## src/rtl/sgm_pkg.sv

```systemverilog
`default_nettype none
package sgm_pkg;

  localparam int MAX_WIDTH  = 2048;
  localparam int PIXEL_BITS = 8;
  localparam int COL_BITS   = $clog2(MAX_WIDTH);
  localparam int ROW_BITS   = 12;
  localparam int CFG_BITS   = 12;
  localparam int GRAD_BITS  = 11;
  localparam int MAG_BITS   = 11;
  localparam int ANG_BITS   = 13;
  localparam int Q_DEPTH    = 4;
  localparam int Q_PTR_BITS = $clog2(Q_DEPTH);

  // Register indexes
  localparam logic [1:0] REG_FRAME_WIDTH  = 2'd0;
  localparam logic [1:0] REG_FRAME_HEIGHT = 2'd1;

  localparam logic [CFG_BITS-1:0] WIDTH_RESET  = 12'd640;
  localparam logic [CFG_BITS-1:0] HEIGHT_RESET = 12'd480;

  // Angles in 1/4096 degree
  localparam logic signed [21:0] ANG_90  = 22'sd368640;
  localparam logic        [21:0] ANG_180 = 22'd737280;
  localparam logic        [21:0] ANG_360 = 22'd1474560;
  localparam logic        [13:0] ANG_FULL_OUT = 14'd5760;

  // atan(2^-i) in 1/4096 degree
  localparam logic [17:0] ATAN_TAB [16] = '{
    18'd184320, 18'd108810, 18'd57492, 18'd29184, 18'd14649, 18'd7331,
    18'd3667, 18'd1833, 18'd917, 18'd458, 18'd229, 18'd115, 18'd57,
    18'd29, 18'd14, 18'd7
  };

  // One gradient item between front and back
  typedef struct packed {
    logic signed [GRAD_BITS-1:0] gx;
    logic signed [GRAD_BITS-1:0] gy;
    logic                        last;
  } grad_t;

endpackage
`default_nettype wire

```

## src/rtl/sgm_back.sv

```systemverilog
`default_nettype none
module sgm_back (
  input  wire logic                           clk,
  input  wire logic                           rst_n,
  input  wire logic                           q_empty,
  input  wire sgm_pkg::grad_t                 q_data,
  output      logic                           q_pop,
  output      logic                           out_empty,
  input  wire logic                           out_pop,
  output      logic [sgm_pkg::MAG_BITS-1:0]   out_magnitude,
  output      logic [sgm_pkg::ANG_BITS-1:0]   out_angle,
  output      logic                           out_last_of_frame
);

  localparam int GB = sgm_pkg::GRAD_BITS;

  typedef enum logic [3:0] {
    ST_IDLE = 4'b0001,
    ST_MUL  = 4'b0010,
    ST_ITER = 4'b0100,
    ST_FIN  = 4'b1000
  } state_t;

  state_t state_r, state_nxt;
  logic [3:0] cnt_r;
  logic signed [GB-1:0] gx_r, gy_r;
  logic last_r;
  logic [GB-2:0] ax_r, ay_r;
  logic signed [29:0] x_r, y_r, dx, dy;
  logic signed [21:0] z_r, zt;
  logic [21:0] rem_r, res_r, bit_r, trial;
  logic ov_r, fin_load;
  logic [21:0] zsel, a;
  logic [13:0] ar;
  logic [GB-1:0] ax_w, ay_w;

  assign out_empty = ~ov_r;
  assign q_pop     = (state_r == ST_IDLE) & ~q_empty;
  assign fin_load  = (state_r == ST_FIN) & (~ov_r | out_pop);

  always_comb begin
    state_nxt = state_r;
    case (state_r)
      ST_IDLE: if (!q_empty) state_nxt = ST_MUL;
      ST_MUL:  state_nxt = ST_ITER;
      ST_ITER: if (cnt_r == 4'd15) state_nxt = ST_FIN;
      ST_FIN:  if (fin_load) state_nxt = ST_IDLE;
      default: state_nxt = ST_IDLE;
    endcase
  end

  always_ff @(posedge clk) begin
    if (!rst_n) begin
      state_r <= ST_IDLE;
      ov_r    <= 1'b0;
    end else begin
      state_r <= state_nxt;
      if (fin_load) ov_r <= 1'b1;
      else if (out_pop) ov_r <= 1'b0;
    end
  end

  assign ax_w = gx_r[GB-1] ? -gx_r : gx_r;
  assign ay_w = gy_r[GB-1] ? -gy_r : gy_r;

  // CORDIC shifts, truncating toward zero
  assign dx    = y_r[29] ? -((-y_r) >>> cnt_r) : (y_r >>> cnt_r);
  assign dy    = x_r >>> cnt_r;
  assign zt    = $signed({4'b0, sgm_pkg::ATAN_TAB[cnt_r]});
  assign trial = res_r + bit_r;

  // datapath: squares, CORDIC steps and root steps share the iteration count
  always_ff @(posedge clk) begin
    case (state_r)
      ST_IDLE: begin
        gx_r   <= q_data.gx;
        gy_r   <= q_data.gy;
        last_r <= q_data.last;
      end
      ST_MUL: begin
        rem_r <= 22'(gx_r * gx_r) + 22'(gy_r * gy_r);
        res_r <= '0;
        bit_r <= 22'd1 << 20;
        ax_r  <= ax_w[GB-2:0];
        ay_r  <= ay_w[GB-2:0];
        x_r   <= $signed({3'b0, ax_w[GB-2:0], 16'b0});
        y_r   <= $signed({3'b0, ay_w[GB-2:0], 16'b0});
        z_r   <= '0;
        cnt_r <= '0;
      end
      ST_ITER: begin
        cnt_r <= cnt_r + 4'd1;
        if (y_r > 0) begin
          x_r <= x_r + dx;
          y_r <= y_r - dy;
          z_r <= z_r + zt;
        end else begin
          x_r <= x_r - dx;
          y_r <= y_r + dy;
          z_r <= z_r - zt;
        end
        if (bit_r != '0) begin
          if (rem_r >= trial) begin
            rem_r <= rem_r - trial;
            res_r <= (res_r >> 1) + bit_r;
          end else begin
            res_r <= res_r >> 1;
          end
          bit_r <= bit_r >> 2;
        end
      end
      default: ;
    endcase
  end

  // angle: special cases, clamp, quadrant, round to 1/16 degree
  always_comb begin
    if (ay_r == '0) zsel = '0;
    else if (ax_r == '0) zsel = 22'(sgm_pkg::ANG_90);
    else if (z_r < 0) zsel = '0;
    else if (z_r > sgm_pkg::ANG_90) zsel = 22'(sgm_pkg::ANG_90);
    else zsel = 22'(z_r);
    case ({gx_r[GB-1], gy_r[GB-1]})
      2'b00:   a = zsel;
      2'b10:   a = sgm_pkg::ANG_180 - zsel;
      2'b11:   a = sgm_pkg::ANG_180 + zsel;
      default: a = sgm_pkg::ANG_360 - zsel;
    endcase
    ar = 14'((a + 22'd128) >> 8);
    if (ar >= sgm_pkg::ANG_FULL_OUT) ar = ar - sgm_pkg::ANG_FULL_OUT;
  end

  // result register
  always_ff @(posedge clk) begin
    if (fin_load) begin
      out_magnitude     <= sgm_pkg::MAG_BITS'(res_r + 22'(rem_r > res_r));
      out_angle         <= ar[sgm_pkg::ANG_BITS-1:0];
      out_last_of_frame <= last_r;
    end
  end

endmodule
`default_nettype wire

```

## config.mk

```make
export PLATFORM = sky130hd
export DESIGN_NAME = sgm_back
export DESIGN_NICKNAME = d
export VERILOG_FILES = /design/src/rtl/sgm_pkg.sv /design/src/rtl/sgm_back.sv
export SDC_FILE = /design/constraint.sdc
export NUM_CORES = 2
export LEC_CHECK = 0
export BUFFER_PORTS_ARGS = -buffer_cell sky130_fd_sc_hd__buf_2
export CORE_MARGIN = 4
export CORE_UTILIZATION = 45
export CTS_CLUSTER_DIAMETER = 40
export DETAILED_ROUTE_END_ITERATION = 8
export GPL_TIMING_DRIVEN = 1
export SLEW_MARGIN = 20
export SYNTH_ARGS = -nofsm -noshare
export SYNTH_HDL_FRONTEND = slang
export SYNTH_SLANG_ARGS = --single-unit
```

## constraint.sdc

```tcl
create_clock -name clk -period 7.9 [get_ports clk]
set_clock_uncertainty 0.15 [all_clocks]
set_input_delay 0.395 -clock clk [delete_from_list [all_inputs] [get_ports clk]]
set_output_delay 0.395 -clock clk [all_outputs]
set_load 0.01 [all_outputs]
```

==> results.toml <==
[critical_path]
worstSetupEndpointType = "flop"
critical_path_arrival_ps = 7730
path_delay_family = "simple AND/OR/NAND/NOR gates"
startpoint_type = "flop"
worstPathMaxFanout = 6
critPathMaxStageDelay_ps = 620
worstSetupPathType = "reg -> reg"
worst_path_max_delay_cell = "or4_4"
cp_num_buf_inv = 5
crit_required_ps = 8060
cpMostUsedCell = "buf_4"

[yosys]
ys_ff_latch = 214
synthSimpleGateAreaFrac = 0.184
synth_cells = 3743
synth_commonest_cells = "inv_1, nor2_1, nand2_1, ha_1, fa_1"
netlist.top_cell.by_area = "edfxtp_1"
synth_area_per_cell_um2 = 8.61
ys_seq_area_frac = 0.198
synth_area_leaders = "edfxtp_1, fa_1, ha_1, xnor2_1, inv_1"
synth_top_family_by_area = "adder cells"
synth_top_flop_cell = "edfxtp_1"
synth_edf_count = 209
netlist_area_um2 = 32200
async_reset_ff_frac = 0
synth-xor-area-share = 0.0810
synth_cell_types = 95
synth.area.mux_share = 0.0533
synth_compound_area_frac = 0.162
synth.most_common_cell = "inv_1"
synthAdderAreaFrac = 0.251
netlist.area_leader.share = 0.195
synth_warnings = 0

[clock_tree]
cts_buffer_depth = 3
cts_tree = "yes"
cts.sinks = 214
cts-buffers-inserted = 54
clockRootBuffer = "clkbuf_16"
insertion_delay_ps = 600
h-tree-depth = 2
clkTransAtPathRegs_ps = 50

[finish]
insertedDiodeCount = 0
final_nets = 4450
area_growth_syn_to_layout_pct = 15.3
drive_above_1_share = 0.140
stdcell_count = 4907

[global_route]
grt_overflow = 0
grt_pass1_vias = 27300
antenna_found_initial = 0
grt_max_degree = 109
track_usage = 0.253
grt_first_pass_wirelength_um = 152000

[floorplanning]
die_x_um = 276
die-area_um2 = 75900
die_y_um = 276
core_um2 = 70500
rows = 97
ioPinCount = 54
start_util = 0.457

[sta]
timing.slew.headroom = 0.272
report.final.hold_viol_count = 0
worstMarginPinSlew_ps = 1090
final.min_clock_period_ps = 7570
setup_viol = 0
fin_ws_ps = 326
fmax_mhz = 132
fin_crit_sh = 0.959
final_max_slew_viol_count = 0

[placement]
place_ws_ps = -91.7
dp_hpwl_um = 77400
numPlacedInstances = 4763
place.gp.congestion = 0.954
io_buffers = 53

[detailed_routing]
vias = 28300
drc = 0
wire_per_inst_um = 19.8
drt_pass1_iterations = 6
via_per_inst = 5.77
drtIter0Drc = 2341
antenna_left = 0
routed_wirelength_um = 97000

[hold_path]
hp-class = "reg -> reg"

[job]
maxCapViolCount = 0

[outcome]
outcome = "finished, final reports clean"
[worst register-to-register path, stage by stage, from the launching register on]
cell	delay [ps]
edfxtp_1	380
or4_4	620
or4_4	580
buf_4	190
nor3_4	240
mux2_2	400
or3_4	430
and2_1	210
a311oi_2	380
buf_4	200
nor3_2	50
buf_4	160
and3_1	140
o31ai_1	200
buf_4	160
nand4_1	140
buf_4	190
or4_4	550
or2_4	260
o21ai_0	200
xor2_1	100
ha_1	260
or3_1	380
o21ai_0	110
a21oi_2	70
a211oi_2	300
o21a_1	180
nor3_2	40
[cell type report]
type | count | area, um^2
clock buffer | 61 | 1400
clock inverter | 41 | 457
fill | 6637 | 33400
inverter | 412 | 1550
multi-input combinational | 2937 | 23900
sequential | 214 | 6380
tap | 940 | 1180
timing repair buffer | 302 | 2240
[routing by layer]
| layer | vias up | track usage | wire length [um] |
|---|---|---|---|
| met2 | 938 | 0.397 | 43000 |
| met5 | - | 0 | 0 |
| met3 | 157 | 0.0456 | 7310 |
| met4 | 0 | 0.0711 | 2820 |
| met1 | 13700 | 0.360 | 43900 |
| li1 | 13500 | - | - |
[cells by family (layout without fill, tap and decap cells)]
| family | after synthesis | in the layout |
|---|---|---|
| xor+xnor | 298 | 298 |
| simple gates | 1216 | 1216 |
| flops | 214 | 214 |
| fa+ha+maj | 502 | 502 |
| buf+inv | 593 | 816 |
| mux | 117 | 117 |
| compound gates | 802 | 802 |
| other cells | 1 | 2 |
[placed cells by master, fill, tap and decap left out, types with 15 or more instances in the layout]
cell type,synthesis,routed
a21oi_1,231,219
dlygate4sd3_1,0,27
o211ai_1,19,19
edfxtp_1,209,209
o21a_1,16,16
nand2_1,331,331
nor2b_1,36,35
clkbuf_16,0,55
o21bai_1,43,42
nand2b_1,40,39
nor2_1,334,333
nand3_1,79,77
a211oi_1,47,43
o31ai_1,29,27
nor3_1,90,83
o21ai_0,159,157
mux2_2,16,16
nor4_1,42,36
xor2_1,84,84
xnor2_1,214,214
a31oi_1,46,43
or3_1,29,26
or4_1,17,15
and2_1,75,75
buf_4,0,218
mux2i_1,59,59
fa_1,241,241
and3_1,24,24
inv_1,408,406
mux4_2,42,42
ha_1,261,260
buf_2,13,53
or2_2,23,23
a21o_1,49,49
nand4_1,37,37
[flip-flops by register name, summed over array words and instances (netlist names), 11 cells and up]
signal / count
gx_r: 11
z_r: 22
y_r: 30
bit_r: 11
gy_r: 11
out_magnitude: 11
rem_r: 22
res_r: 22
x_r: 30
out_angle: 13
[stage by stage]
step | hold WS [ps] | util | instance area, um^2 | TNS, ps
floorplan | 250 | - | 32200 | 0
global placement | 269 | 0.490 | 34600 | -256
detailed placement | 264 | 0.490 | 34600 | -96.9
CTS | 276 | 0.520 | 36700 | 0
global route | 296 | 0.527 | 37100 | -88.8
finish | 277 | 0.527 | 37100 | 0
[path summary, 6_finish.rpt]
kind | cells after the start | endpoint | startpoint | slack, ps
worst max-delay path | 27 | x_r[29] | y_r[5] | 330
worst max register to register | 27 | x_r[29] | y_r[5] | 330
worst min-delay path | 0 | out_last_of_frame | last_r | 280
worst min register to register | 0 | out_last_of_frame | last_r | 280
[repair_timing]
action | 4_1_cts | 5_1_grt
pin swaps | 0 | 23
setup buffers | 0 | 15
endpoints found under the setup margin | 4 | 15
gates resized for setup | 5 | 65
hold buffers | 27 | 0
hold endpoints to repair | 28 | 0
cloned | 0 | 0
Power is left out: the tool's default activity adds up to more than one toggle a clock period on the data nets, which glitch-free logic cannot reach.
