[src/rtl/sgm_pkg.sv]
`default_nettype none
package sgm_pkg;

  localparam int MAX_WIDTH  = 2048;
  localparam int PIXEL_BITS = 8;
  localparam int COL_BITS   = $clog2(MAX_WIDTH);
  localparam int ROW_BITS   = 12;
  localparam int CFG_BITS   = 12;
  localparam int GRAD_BITS  = 11;
  localparam int MAG_BITS   = 11;
  localparam int ANG_BITS   = 13;
  localparam int Q_DEPTH    = 4;
  localparam int Q_PTR_BITS = $clog2(Q_DEPTH);

  // Register indexes
  localparam logic [1:0] REG_FRAME_WIDTH  = 2'd0;
  localparam logic [1:0] REG_FRAME_HEIGHT = 2'd1;

  localparam logic [CFG_BITS-1:0] WIDTH_RESET  = 12'd640;
  localparam logic [CFG_BITS-1:0] HEIGHT_RESET = 12'd480;

  // Angles in 1/4096 degree
  localparam logic signed [21:0] ANG_90  = 22'sd368640;
  localparam logic        [21:0] ANG_180 = 22'd737280;
  localparam logic        [21:0] ANG_360 = 22'd1474560;
  localparam logic        [13:0] ANG_FULL_OUT = 14'd5760;

  // atan(2^-i) in 1/4096 degree
  localparam logic [17:0] ATAN_TAB [16] = '{
    18'd184320, 18'd108810, 18'd57492, 18'd29184, 18'd14649, 18'd7331,
    18'd3667, 18'd1833, 18'd917, 18'd458, 18'd229, 18'd115, 18'd57,
    18'd29, 18'd14, 18'd7
  };

  // One gradient item between front and back
  typedef struct packed {
    logic signed [GRAD_BITS-1:0] gx;
    logic signed [GRAD_BITS-1:0] gy;
    logic                        last;
  } grad_t;

endpackage
`default_nettype wire

[src/rtl/sgm_queue.sv]
`default_nettype none
module sgm_queue (
  input  wire logic           clk,
  input  wire logic           rst_n,
  input  wire logic           push,
  input  wire sgm_pkg::grad_t wdata,
  output      logic           full,
  input  wire logic           pop,
  output      logic           empty,
  output      sgm_pkg::grad_t rdata
);

  localparam int PW = sgm_pkg::Q_PTR_BITS;

  sgm_pkg::grad_t mem_r [sgm_pkg::Q_DEPTH];
  logic [PW-1:0] wp_r, rp_r;
  logic [PW:0]   cnt_r;
  logic          do_push, do_pop;

  assign full    = cnt_r == (PW+1)'(sgm_pkg::Q_DEPTH);
  assign empty   = cnt_r == '0;
  assign do_push = push & ~full;
  assign do_pop  = pop & ~empty;
  assign rdata   = mem_r[rp_r];

  always_ff @(posedge clk) begin
    if (do_push) mem_r[wp_r] <= wdata;
  end

  always_ff @(posedge clk) begin
    if (!rst_n) begin
      wp_r  <= '0;
      rp_r  <= '0;
      cnt_r <= '0;
    end else begin
      if (do_push) wp_r <= wp_r + PW'(1);
      if (do_pop)  rp_r <= rp_r + PW'(1);
      cnt_r <= cnt_r + (PW+1)'(do_push) - (PW+1)'(do_pop);
    end
  end

endmodule
`default_nettype wire

[config.mk]
export PLATFORM = sky130hd
export DESIGN_NAME = sgm_queue
export DESIGN_NICKNAME = d
export VERILOG_FILES = /design/src/rtl/sgm_pkg.sv /design/src/rtl/sgm_queue.sv
export SDC_FILE = /design/constraint.sdc
export NUM_CORES = 1
export LEC_CHECK = 0
export BUFFER_PORTS_ARGS = -buffer_cell sky130_fd_sc_hd__buf_4
export CAP_MARGIN = 20
export CORE_MARGIN = 2
export CORE_UTILIZATION = 52
export CTS_BUF_LIST = sky130_fd_sc_hd__clkbuf_8
export DETAILED_ROUTE_END_ITERATION = 8
export PLACE_DENSITY_LB_ADDON = 0.08
export RECOVER_POWER = 25
export SYNTH_ARGS = -nofsm -noshare
export SYNTH_HDL_FRONTEND = slang
export SYNTH_SLANG_ARGS = --single-unit
[constraint.sdc]
create_clock -name clk -period 6.6 [get_ports clk]
set_input_delay 1.98 -clock clk [delete_from_list [all_inputs] [get_ports clk]]
set_output_delay 1.98 -clock clk [all_outputs]
set_load 0.05 [all_outputs]
==> qor.txt, run 1 <==
CTS tree - yes
Mapped Nets - 205
PortBufs - 51
drt total wl - 6110 um
core area - 0.00721 mm2
fill count - 561
wire per inst - 18.2 um
Tot GR Track Use - 16.2%
PD cells - 390 mW/mm2
grt ovf - 0
Switching Share - 35.2%
Synth top cells by count - edfxtp_1 (92), mux4_2 (20), dfxtp_1 (9)
Post-Route Skew - 0.00803 ns
total negative slack - 0 ns
DRC - 0
Mapped Cells - 171
clk_lat worst skew - 0.34 ns
outcome - finished clean
post-synth top area share - 72.0%
fmax - 243 MHz
sequential share of power - 47.6%
GP Congestion - 0.653
setup bufs post-CTS - 0
number of flops mapped to enable cells by yosys - 92
Max VDD drop - 0.288 mV
IO Pins - 52
Slew @ Worst Pin - 0.817 ns
fin crit share - 62.3%
post-synthesis cell type count - 22
Post-DP HPWL - 4070 um
asr flop ratio synth - 0%
final setup vio count - 0
crit end category - output pin
global-route wire length before repair - 9960 um
Area Growth Syn to Fin - 16.7%
Place WS - 2.59 ns
multi-input logic area - 803 um2
Die H - 89.9 um
antenna violations before repair - 0
CTS buffer count - 9
H-tree Lvls - 3
Worst Setup Path Type - reg -> out
top-count cell post-synth - edfxtp_1
minimum clock period - 4.11 ns
register area share after synthesis - 76.7%
Critical Path Source Type - flip-flop
Slew Viols, Final - 0
DRT iter0 DRCs - 137
Required @ worst endpoint - 4.62 ns
Initial Util - 53.2%
RSZ-0062 raised after global routing - false
Vias per Instance - 5.26
Clock Tree Buf Depth - 2
Reg area - 0.00294 mm2
maximum capacitance violations - 0
pin count of the biggest net entering global routing - 24
P_int - 1.13 mW
fin nets - 265
Clk pin slew, worst setup/hold paths - 0.09 ns
syn_area_per_cell - 22.4 um2
Die X-Extent - 89.9 um
crit path DAT - 2.13 ns
DRT Pass-1 Iters - 4
area leader, netlist - edfxtp_1
sw power - 0.616 mW
Lkg Pwr - 1.50 nW
Synth Flop Type - edfxtp_1
vias post-DR - 1,762
top cells by area, synth - edfxtp_1 (72%), mux4_2 (12%), dfxtp_1 (4.7%), mux4_1 (2.1%), ha_1 (2.0%)
Post-Syn Area - 0.00384 mm2
Final Hold Fails - 0
worst-path fanout max - 23
final core area utilization - 62.1%
CTS sink cnt - 101
number of global-route vias before repair - 1,929
final setup margin - 2.49 ns
post-route ant nets - 0
Clock power frac - 20.1%
Hold-fix buffers, CTS - 0
root buffer cell - clkbuf_8
relative slew slack - 45.6%
post-CTS sizing - 0
diodes inserted - 0
layout cells sized above 1 - 32.6%
Ys Warns - 0
FF+latch count, synth - 101
combinational group share of total power - 32.3%
row cnt - 31
Die Area - 0.00809 mm2
Hold Path Class - reg -> reg
power by group through the flow:
stage	Clock, mW	Sequential [mW]	Combinational, mW
finish	0.351	0.833	0.565
global route	0.387	0.846	0.596
CTS	0.361	0.842	0.571
detailed placement	0	0.857	0.570
global placement	0	0.849	0.557
floorplan	0	0.809	0.467
kinds of logic (layout without fill, tap and decap cells):
logic type / count (synthesis) / count (layout) / share of synthesized area (%)
AND/OR/NAND/NOR: 19 / 19 / 3.10
buffers and inverters: 13 / 78 / 2.41
adder cells (fa/ha/maj): 7 / 7 / 2.48
XOR/XNOR: 2 / 2 / 0.456
AO/OA/AOI/OAI: 4 / 4 / 0.587
flip-flops: 101 / 101 / 76.7
multiplexers: 25 / 25 / 14.3
state kept, by name, summed over array words and instances, names as in the netlist, named ones only:
name / cells
cnt_r: 3
mem_r: 92
wp_r: 2
rp_r: 2
critical path, stage by stage (launching register included):
cell and delay [ns]:
dfxtp_2 0.87, mux4_1 0.69, buf_4 0.22
placed cells by master (no fill, tap or decap), drive strengths merged:
cell	n
a21boi	1
and2	7
buf	39
clkbuf	26
clkinv	2
clkinvlp	1
dfxtp	9
edfxtp	92
fa	1
ha	6
inv	10
mux2i	2
mux4	23
nand2	6
nand4bb	1
nor2b	2
nor3	1
nor3b	1
o21ai	3
or3	1
xnor2	2
per-layer routing:
layer  part of all wire (%)  global-route usage, %
met5                      0                      0
met4                   0.56                   6.15
met3                    3.5                   3.35
met2                     56                   29.1
met1                     40                   19.5
area by class of cell:
type / instances / share of cell area, %
inverters: 6 / 0.503
multi-input cells: 57 / 17.9
repair buffers: 56 / 9.02
flip-flops and latches: 101 / 65.7
well taps: 99 / 2.77
clock inverters: 7 / 1.28
clock buffers: 9 / 2.77
path summary, 6_finish.rpt:
path,slack [ns],endpoint,from,cells after the start
setup / recovery,2.49,rdata[21],flip-flop,2
hold / removal,0.49,flip-flop,rp_r[0],2
setup reg to reg,4.18,cnt_r[2],cnt_r[2],10
hold reg to reg,0.49,flip-flop,rp_r[0],2
per-stage QoR:
stage	power (mW)	instances	instance area, um2	hold slack, ns
5_1_grt	1.83	335	4480	0.525
2_1_floorplan	1.28	171	3840	0.456
3_5_place_dp	1.43	318	4350	0.482
6_report	1.75	335	4480	0.492
4_1_cts	1.77	334	4530	0.497
3_3_place_gp	1.41	316	4290	0.466
Note: power is estimated with default switching activity, not from simulation.
==> inputs of run 2 (changes only) <==
==> constraint.sdc (replaced) <==
create_clock -name clk -period 3.8 [get_ports clk]
set_input_delay 1.14 -clock clk [delete_from_list [all_inputs] [get_ports clk]]
set_output_delay 1.14 -clock clk [all_outputs]
set_load 0.05 [all_outputs]
==> qor.txt, run 2 (same netlist as run 1, synthesis figures left out) <==
most frequent cells in the layout - edfxtp_1 (92), buf_4 (41), mux4_2 (20), clkbuf_1 (16), clkbuf_8 (9) (was edfxtp_1 (92), buf_4 (36), mux4_2 (20), clkbuf_1 (17), clkbuf_8 (9))
Critical Path Source Type - flip-flop (unchanged)
biggest regs - mem_r x92, cnt_r x3 (unchanged)
Hold Path Stages - 2 (unchanged)
antenna violations before repair - 0 (unchanged)
fill count - 543 (was 561)
Initial Util - 53.2% (unchanged)
root buffer cell - clkbuf_8 (unchanged)
CTS sink cnt - 101 (unchanged)
Clock Tree Buf Depth - 2 (unchanged)
final setup vio count - 0 (unchanged)
diodes inserted - 0 (unchanged)
outcome - finished clean (unchanged)
GP Congestion - 0.637 (was 0.653)
DRT iter0 DRCs - 122 (was 137)
PD cells - 707 mW/mm2 (was 390 mW/mm2)
CP Buf/Inv Count - 2 (was 1)
global-route wire length before repair - 10,100 um (was 9960 um)
post-route ant nets - 0 (unchanged)
Post-Route Skew - 0.00754 ns (was 0.00803 ns)
max FFs per register - 92 (unchanged)
worst r2r path cells - 10 (unchanged)
wire per inst - 18.2 um (about the same)
Min-Delay Endpoint - rp_r[1]
Worst Setup Path Type - reg -> out (unchanged)
IO Pins - 52 (unchanged)
reg2reg start - cnt_r[2] (unchanged)
slack of the worst reg-to-reg path - 1.40 ns (was 4.18 ns)
Vias per Instance - 5.22 (was 5.26)
sw power - 1.07 mW (was 0.616 mW)
Clk pin slew, worst setup/hold paths - 0.09 ns (about the same)
worst-path fanout max - 13 (was 23)
clk_lat worst skew - 0.35 ns (was 0.34 ns)
combinational group share of total power - 31.8% (was 32.3%)
Area Growth Syn to Fin - 17.0% (was 16.7%)
sequential share of power - 44.7% (was 47.6%)
Required @ worst endpoint - 2.66 ns (was 4.62 ns)
CTS tree - yes (unchanged)
Finished Cell Area - 0.00449 mm2 (was 0.00448 mm2)
Clock power frac - 23.5% (was 20.1%)
PortBufs - 51 (unchanged)
Tot GR Track Use - 16.8% (was 16.2%)
post-CTS sizing - 0 (unchanged)
Top reg by flops - mem_r (unchanged)
worst reg2reg endpoint - cnt_r[2] (unchanged)
minimum clock period - 3.18 ns
relative slew slack - 64.7% (was 45.6%)
maximum capacitance violations - 0 (unchanged)
crit end category - output pin (unchanged)
total negative slack - 0 ns (unchanged)
Worst path most repeated cell - buf_4
Power, Total - 3.18 mW (was 1.75 mW)
RSZ-0062 raised after global routing - false (unchanged)
layout cells sized above 1 - 33.8% (was 32.6%)
routed wl met2 - 3570 um (was 3400 um)
Post-DP HPWL - 4050 um (was 4070 um)
Die X-Extent - 89.9 um (unchanged)
Final Hold Fails - 0 (unchanged)
fin crit share - 83.7%
top sig layer - met4 (unchanged)
DRT Pass-1 Iters - 4 (unchanged)
DP Area - 0.00432 mm2 (was 0.00435 mm2)
CP peak stage delay - 0.57 ns (was 0.87 ns)
met1 wire length - 2240 um (was 2460 um)
Slew Viols, Final - 0 (unchanged)
DRC - 0 (unchanged)
number of global-route vias before repair - 1,953 (was 1,929)
Slew @ Worst Pin - 0.529 ns (was 0.817 ns)
crit-path leading delay family - flip-flops (unchanged)
core area - 0.00721 mm2 (unchanged)
P_int - 2.10 mW (was 1.13 mW)
crit-path cells - buf_4 -> mux4_2 -> buf_4 (was mux4_1 -> buf_4)
Die Area - 0.00809 mm2 (unchanged)
Max VDD drop - 0.385 mV (was 0.288 mV)
drt total wl - 6100 um (was 6110 um)
fmax - 314 MHz
met3 wire len - 217 um (was 216 um)
row cnt - 31 (unchanged)
crit path DAT - 2.04 ns (was 2.13 ns)
critical path's slowest cell - dfxtp_2 (unchanged)
Lkg Pwr - 1.52 nW (was 1.50 nW)
Die H - 89.9 um (unchanged)
commonest non-fill, non-tap cell in the layout - edfxtp_1 (unchanged)
vias post-DR - 1,753 (was 1,762)
H-tree Lvls - 3 (unchanged)
Switching Share - 33.8% (was 35.2%)
CTS buffer count - 9 (unchanged)
Hold-fix buffers, CTS - 0 (unchanged)
Hold Path Class - reg -> reg (unchanged)
grt ovf - 0 (unchanged)
fin nets - 266 (was 265)
final core area utilization - 62.3% (was 62.1%)
pin count of the biggest net entering global routing - 24 (unchanged)
worst hold start - rp_r[1] (was rp_r[0])
setup bufs post-CTS - 0 (unchanged)
==> run 2: through the flow <==
stage	hold slack [ns]	worst slack (ns)	instances
floorplan	0.456	1.02	171
global placement	0.473	0.769	320
detailed placement	0.487	0.639	320
CTS	0.507	0.556	336
global route	0.513	0.471	336
finish	0.498	0.618	336
==> run 2: area by class of cell <==
type,instances,area [um2],share of cell area (%)
Clock buffer,9,124,2.76
Clock inverter,7,106,2.37
Inverter,6,22.5,0.501
Multi-Input combinational cell,57,803,17.9
Sequential cell,101,2940,65.5
Tap cell,99,124,2.76
Timing Repair Buffer,57,368,8.19
==> run 2: worst register-to-register path: cells and delay by family, from the launching register on <==
family	cells	cell delay, ns
XOR/XNOR	2	0.27
flip-flops	1	0.35
AND/OR/NAND/NOR	3	0.72
buffers and inverters	2	0.13
adder cells (fa/ha/maj)	3	0.84
==> run 2: worst max-delay path by stage <==
| stage | startpoint | end | slack [ns] | cells after the start |
|---|---|---|---|---|
| 2_1_floorplan | push | cnt_r[2] | 1.02 | 10 |
| 3_3_place_gp | push | cnt_r[2] | 0.77 | 10 |
| 3_5_place_dp | push | cnt_r[2] | 0.64 | 10 |
| 4_1_cts | flip-flop | rdata[12] | 0.56 | 3 |
| 5_1_grt | flip-flop | rdata[12] | 0.47 | 3 |
| 6_report | flip-flop | rdata[12] | 0.62 | 3 |
==> run 2: power by group through the flow <==
stage | clock [mW] | sequential (mW) | combinational [mW]
after floorplan | 0 | 1.40 | 0.811
after global placement | 0 | 1.44 | 1.01
after detailed placement | 0 | 1.45 | 1.03
after CTS | 0.766 | 1.42 | 1.03
after global routing | 0.808 | 1.44 | 1.07
final | 0.747 | 1.42 | 1.01
==> run 2: per-layer routing <==
layer | GRT usage [%] | up-vias
met1 | 18.3 | 907
met2 | 31.7 | 31
met5 | 0 | -
li1 | - | 809
met4 | 7.31 | 0
met3 | 3.60 | 6
==> inputs of run 3 (changes only) <==
==> constraint.sdc (replaced) <==
create_clock -name clk -period 3 [get_ports clk]
set_input_delay 0.9 -clock clk [delete_from_list [all_inputs] [get_ports clk]]
set_output_delay 0.9 -clock clk [all_outputs]
set_load 0.05 [all_outputs]
==> qor.txt, run 3 (same netlist as run 1, synthesis figures left out) <==
Critical Path Source Type - flip-flop (unchanged)
CP peak stage delay - 0.52 ns (was 0.57 ns)
Lkg Pwr - 1.52 nW (about the same)
worst reg2reg endpoint - cnt_r[2] (unchanged)
Area Growth Syn to Fin - 16.9% (was 17.0%)
Max VDD drop - 0.512 mV (was 0.385 mV)
worst-path fanout max - 16 (was 13)
DRT Pass-1 Iters - 4 (unchanged)
H-tree Lvls - 3 (unchanged)
DRC - 0 (unchanged)
antenna violations before repair - 0 (unchanged)
crit path DAT - 1.84 ns (was 2.04 ns)
Post-Route Skew - 0.00965 ns (was 0.00754 ns)
fill count - 544 (was 543)
global-route wire length before repair - 9800 um (was 10,100 um)
crit path capture - rdata[7] (was rdata[12])
final setup vio count - 0 (unchanged)
setup bufs post-CTS - 0 (unchanged)
total negative slack - 0 ns (unchanged)
RSZ-0062 raised after global routing - false (unchanged)
Clock Tree Buf Depth - 2 (unchanged)
worst hold start - rp_r[1] (unchanged)
commonest non-fill, non-tap cell in the layout - edfxtp_1 (unchanged)
CTS tree - yes (unchanged)
root buffer cell - clkbuf_8 (unchanged)
fin nets - 270 (was 266)
Clk pin slew, worst setup/hold paths - 0.10 ns (was 0.09 ns)
CTS sink cnt - 101 (unchanged)
number of global-route vias before repair - 1,961 (was 1,953)
Tot GR Track Use - 16.3% (was 16.8%)
Hold-fix buffers, CTS - 0 (unchanged)
core area - 0.00721 mm2 (unchanged)
Vias per Instance - 5.16 (was 5.22)
diodes inserted - 0 (unchanged)
outcome - finished clean (unchanged)
Final Hold Fails - 0 (unchanged)
post-route ant nets - 0 (unchanged)
fmax - 365 MHz
Die X-Extent - 89.9 um (unchanged)
Hold Path Class - reg -> reg (unchanged)
minimum clock period - 2.74 ns
PortBufs - 51 (unchanged)
relative slew slack - 77.4% (was 64.7%)
crit-path cells - buf_12 -> mux4_2 -> buf_4 (was buf_4 -> mux4_2 -> buf_4)
Die Area - 0.00809 mm2 (unchanged)
Slew Viols, Final - 0 (unchanged)
top sig layer - met4 (unchanged)
layout cells sized above 1 - 34.4% (was 33.8%)
max FFs per register - 92 (unchanged)
row cnt - 31 (unchanged)
Die H - 89.9 um (unchanged)
worst r2r path cells - 9 (was 10)
Top reg by flops - mem_r (unchanged)
most frequent cells in the layout - edfxtp_1 (92), buf_4 (43), mux4_2 (20), clkbuf_1 (17), clkbuf_8 (9) (was edfxtp_1 (92), buf_4 (41), mux4_2 (20), clkbuf_1 (16), clkbuf_8 (9))
Post-DP HPWL - 4090 um (was 4050 um)
GP Congestion - 0.640 (was 0.637)
clk_lat worst skew - 0.36 ns (was 0.35 ns)
post-CTS sizing - 0 (unchanged)
PD cells - 870 mW/mm2 (was 707 mW/mm2)
slack of the worst reg-to-reg path - 0.79 ns (was 1.40 ns)
fin crit share - 91.3%
DRT iter0 DRCs - 107 (was 122)
CTS buffer count - 9 (unchanged)
Slew @ Worst Pin - 0.339 ns (was 0.529 ns)
critical path's slowest cell - mux4_2 (was dfxtp_2)
Worst Setup Path Type - reg -> out (unchanged)
grt ovf - 0 (unchanged)
routed wl met2 - 3430 um (was 3570 um)
met3 wire len - 216 um (was 217 um)
wire per inst - 18.0 um (was 18.2 um)
maximum capacitance violations - 0 (unchanged)
Initial Util - 53.2% (unchanged)
Hold WS - 0.502 ns (was 0.498 ns)
biggest regs - mem_r x92, cnt_r x3 (unchanged)
reg2reg start - cnt_r[1] (was cnt_r[2])
met1 wire length - 2380 um (was 2240 um)
vias post-DR - 1,756 (was 1,753)
drt total wl - 6120 um (was 6100 um)
Required @ worst endpoint - 2.10 ns (was 2.66 ns)
pin count of the biggest net entering global routing - 24 (unchanged)
crit end category - output pin (unchanged)
IO Pins - 52 (unchanged)
## run 3: worst max-delay path, delay by kind of cell, from the launching register on
kind                   cells  cell delay, ns
buffers and inverters      2            0.44
DFF                        1            0.51
muxes                      1            0.52
## run 3: area by class of cell
| class | instances | area, um2 | area share, % |
|---|---|---|---|
| clock inverter | 7 | 63.8 | 1.42 |
| timing repair buffer | 61 | 407 | 9.06 |
| clock buffer | 9 | 124 | 2.76 |
| tap | 99 | 124 | 2.76 |
| inverter | 6 | 22.5 | 0.502 |
| multi-input combinational | 57 | 803 | 17.9 |
| sequential | 101 | 2940 | 65.6 |
## run 3: metrics by stage
| step | area (um2) | util, % | power (mW) | worst slack [ns] | std cells |
|---|---|---|---|---|---|
| 2_1_floorplan | 3840 | - | 2.81 | 0.370 | 171 |
| 3_3_place_gp | 4360 | 60.5 | 3.13 | 0.456 | 324 |
| 3_5_place_dp | 4360 | 60.5 | 3.17 | 0.360 | 324 |
| 4_1_cts | 4550 | 63.1 | 3.96 | 0.219 | 340 |
| 5_1_grt | 4490 | 62.2 | 4.07 | 0.182 | 340 |
| 6_report | 4490 | 62.2 | 3.90 | 0.261 | 340 |
## run 3: worst min-delay path by stage
stage	endpoint	slack, ns	depth (start not counted)
2_1_floorplan	flip-flop	0.46	2
3_3_place_gp	flip-flop	0.47	2
3_5_place_dp	flip-flop	0.49	2
4_1_cts	rp_r[1]	0.50	2
5_1_grt	rp_r[1]	0.55	2
6_report	rp_r[1]	0.50	2
## run 3: where the power goes
part	leakage (nW)	internal [mW]	switching, mW
clock network	0.0903	0.320	0.482
logic	0.508	0.494	0.828
registers	0.917	1.71	0.0720
total	1.52	2.52	1.38
## run 3: routing by layer
metal	global-route usage (%)	vias up
met5	0	-
met4	7.31	0
met3	3.44	8
met2	28.9	38
met1	19.3	892
li1	-	818
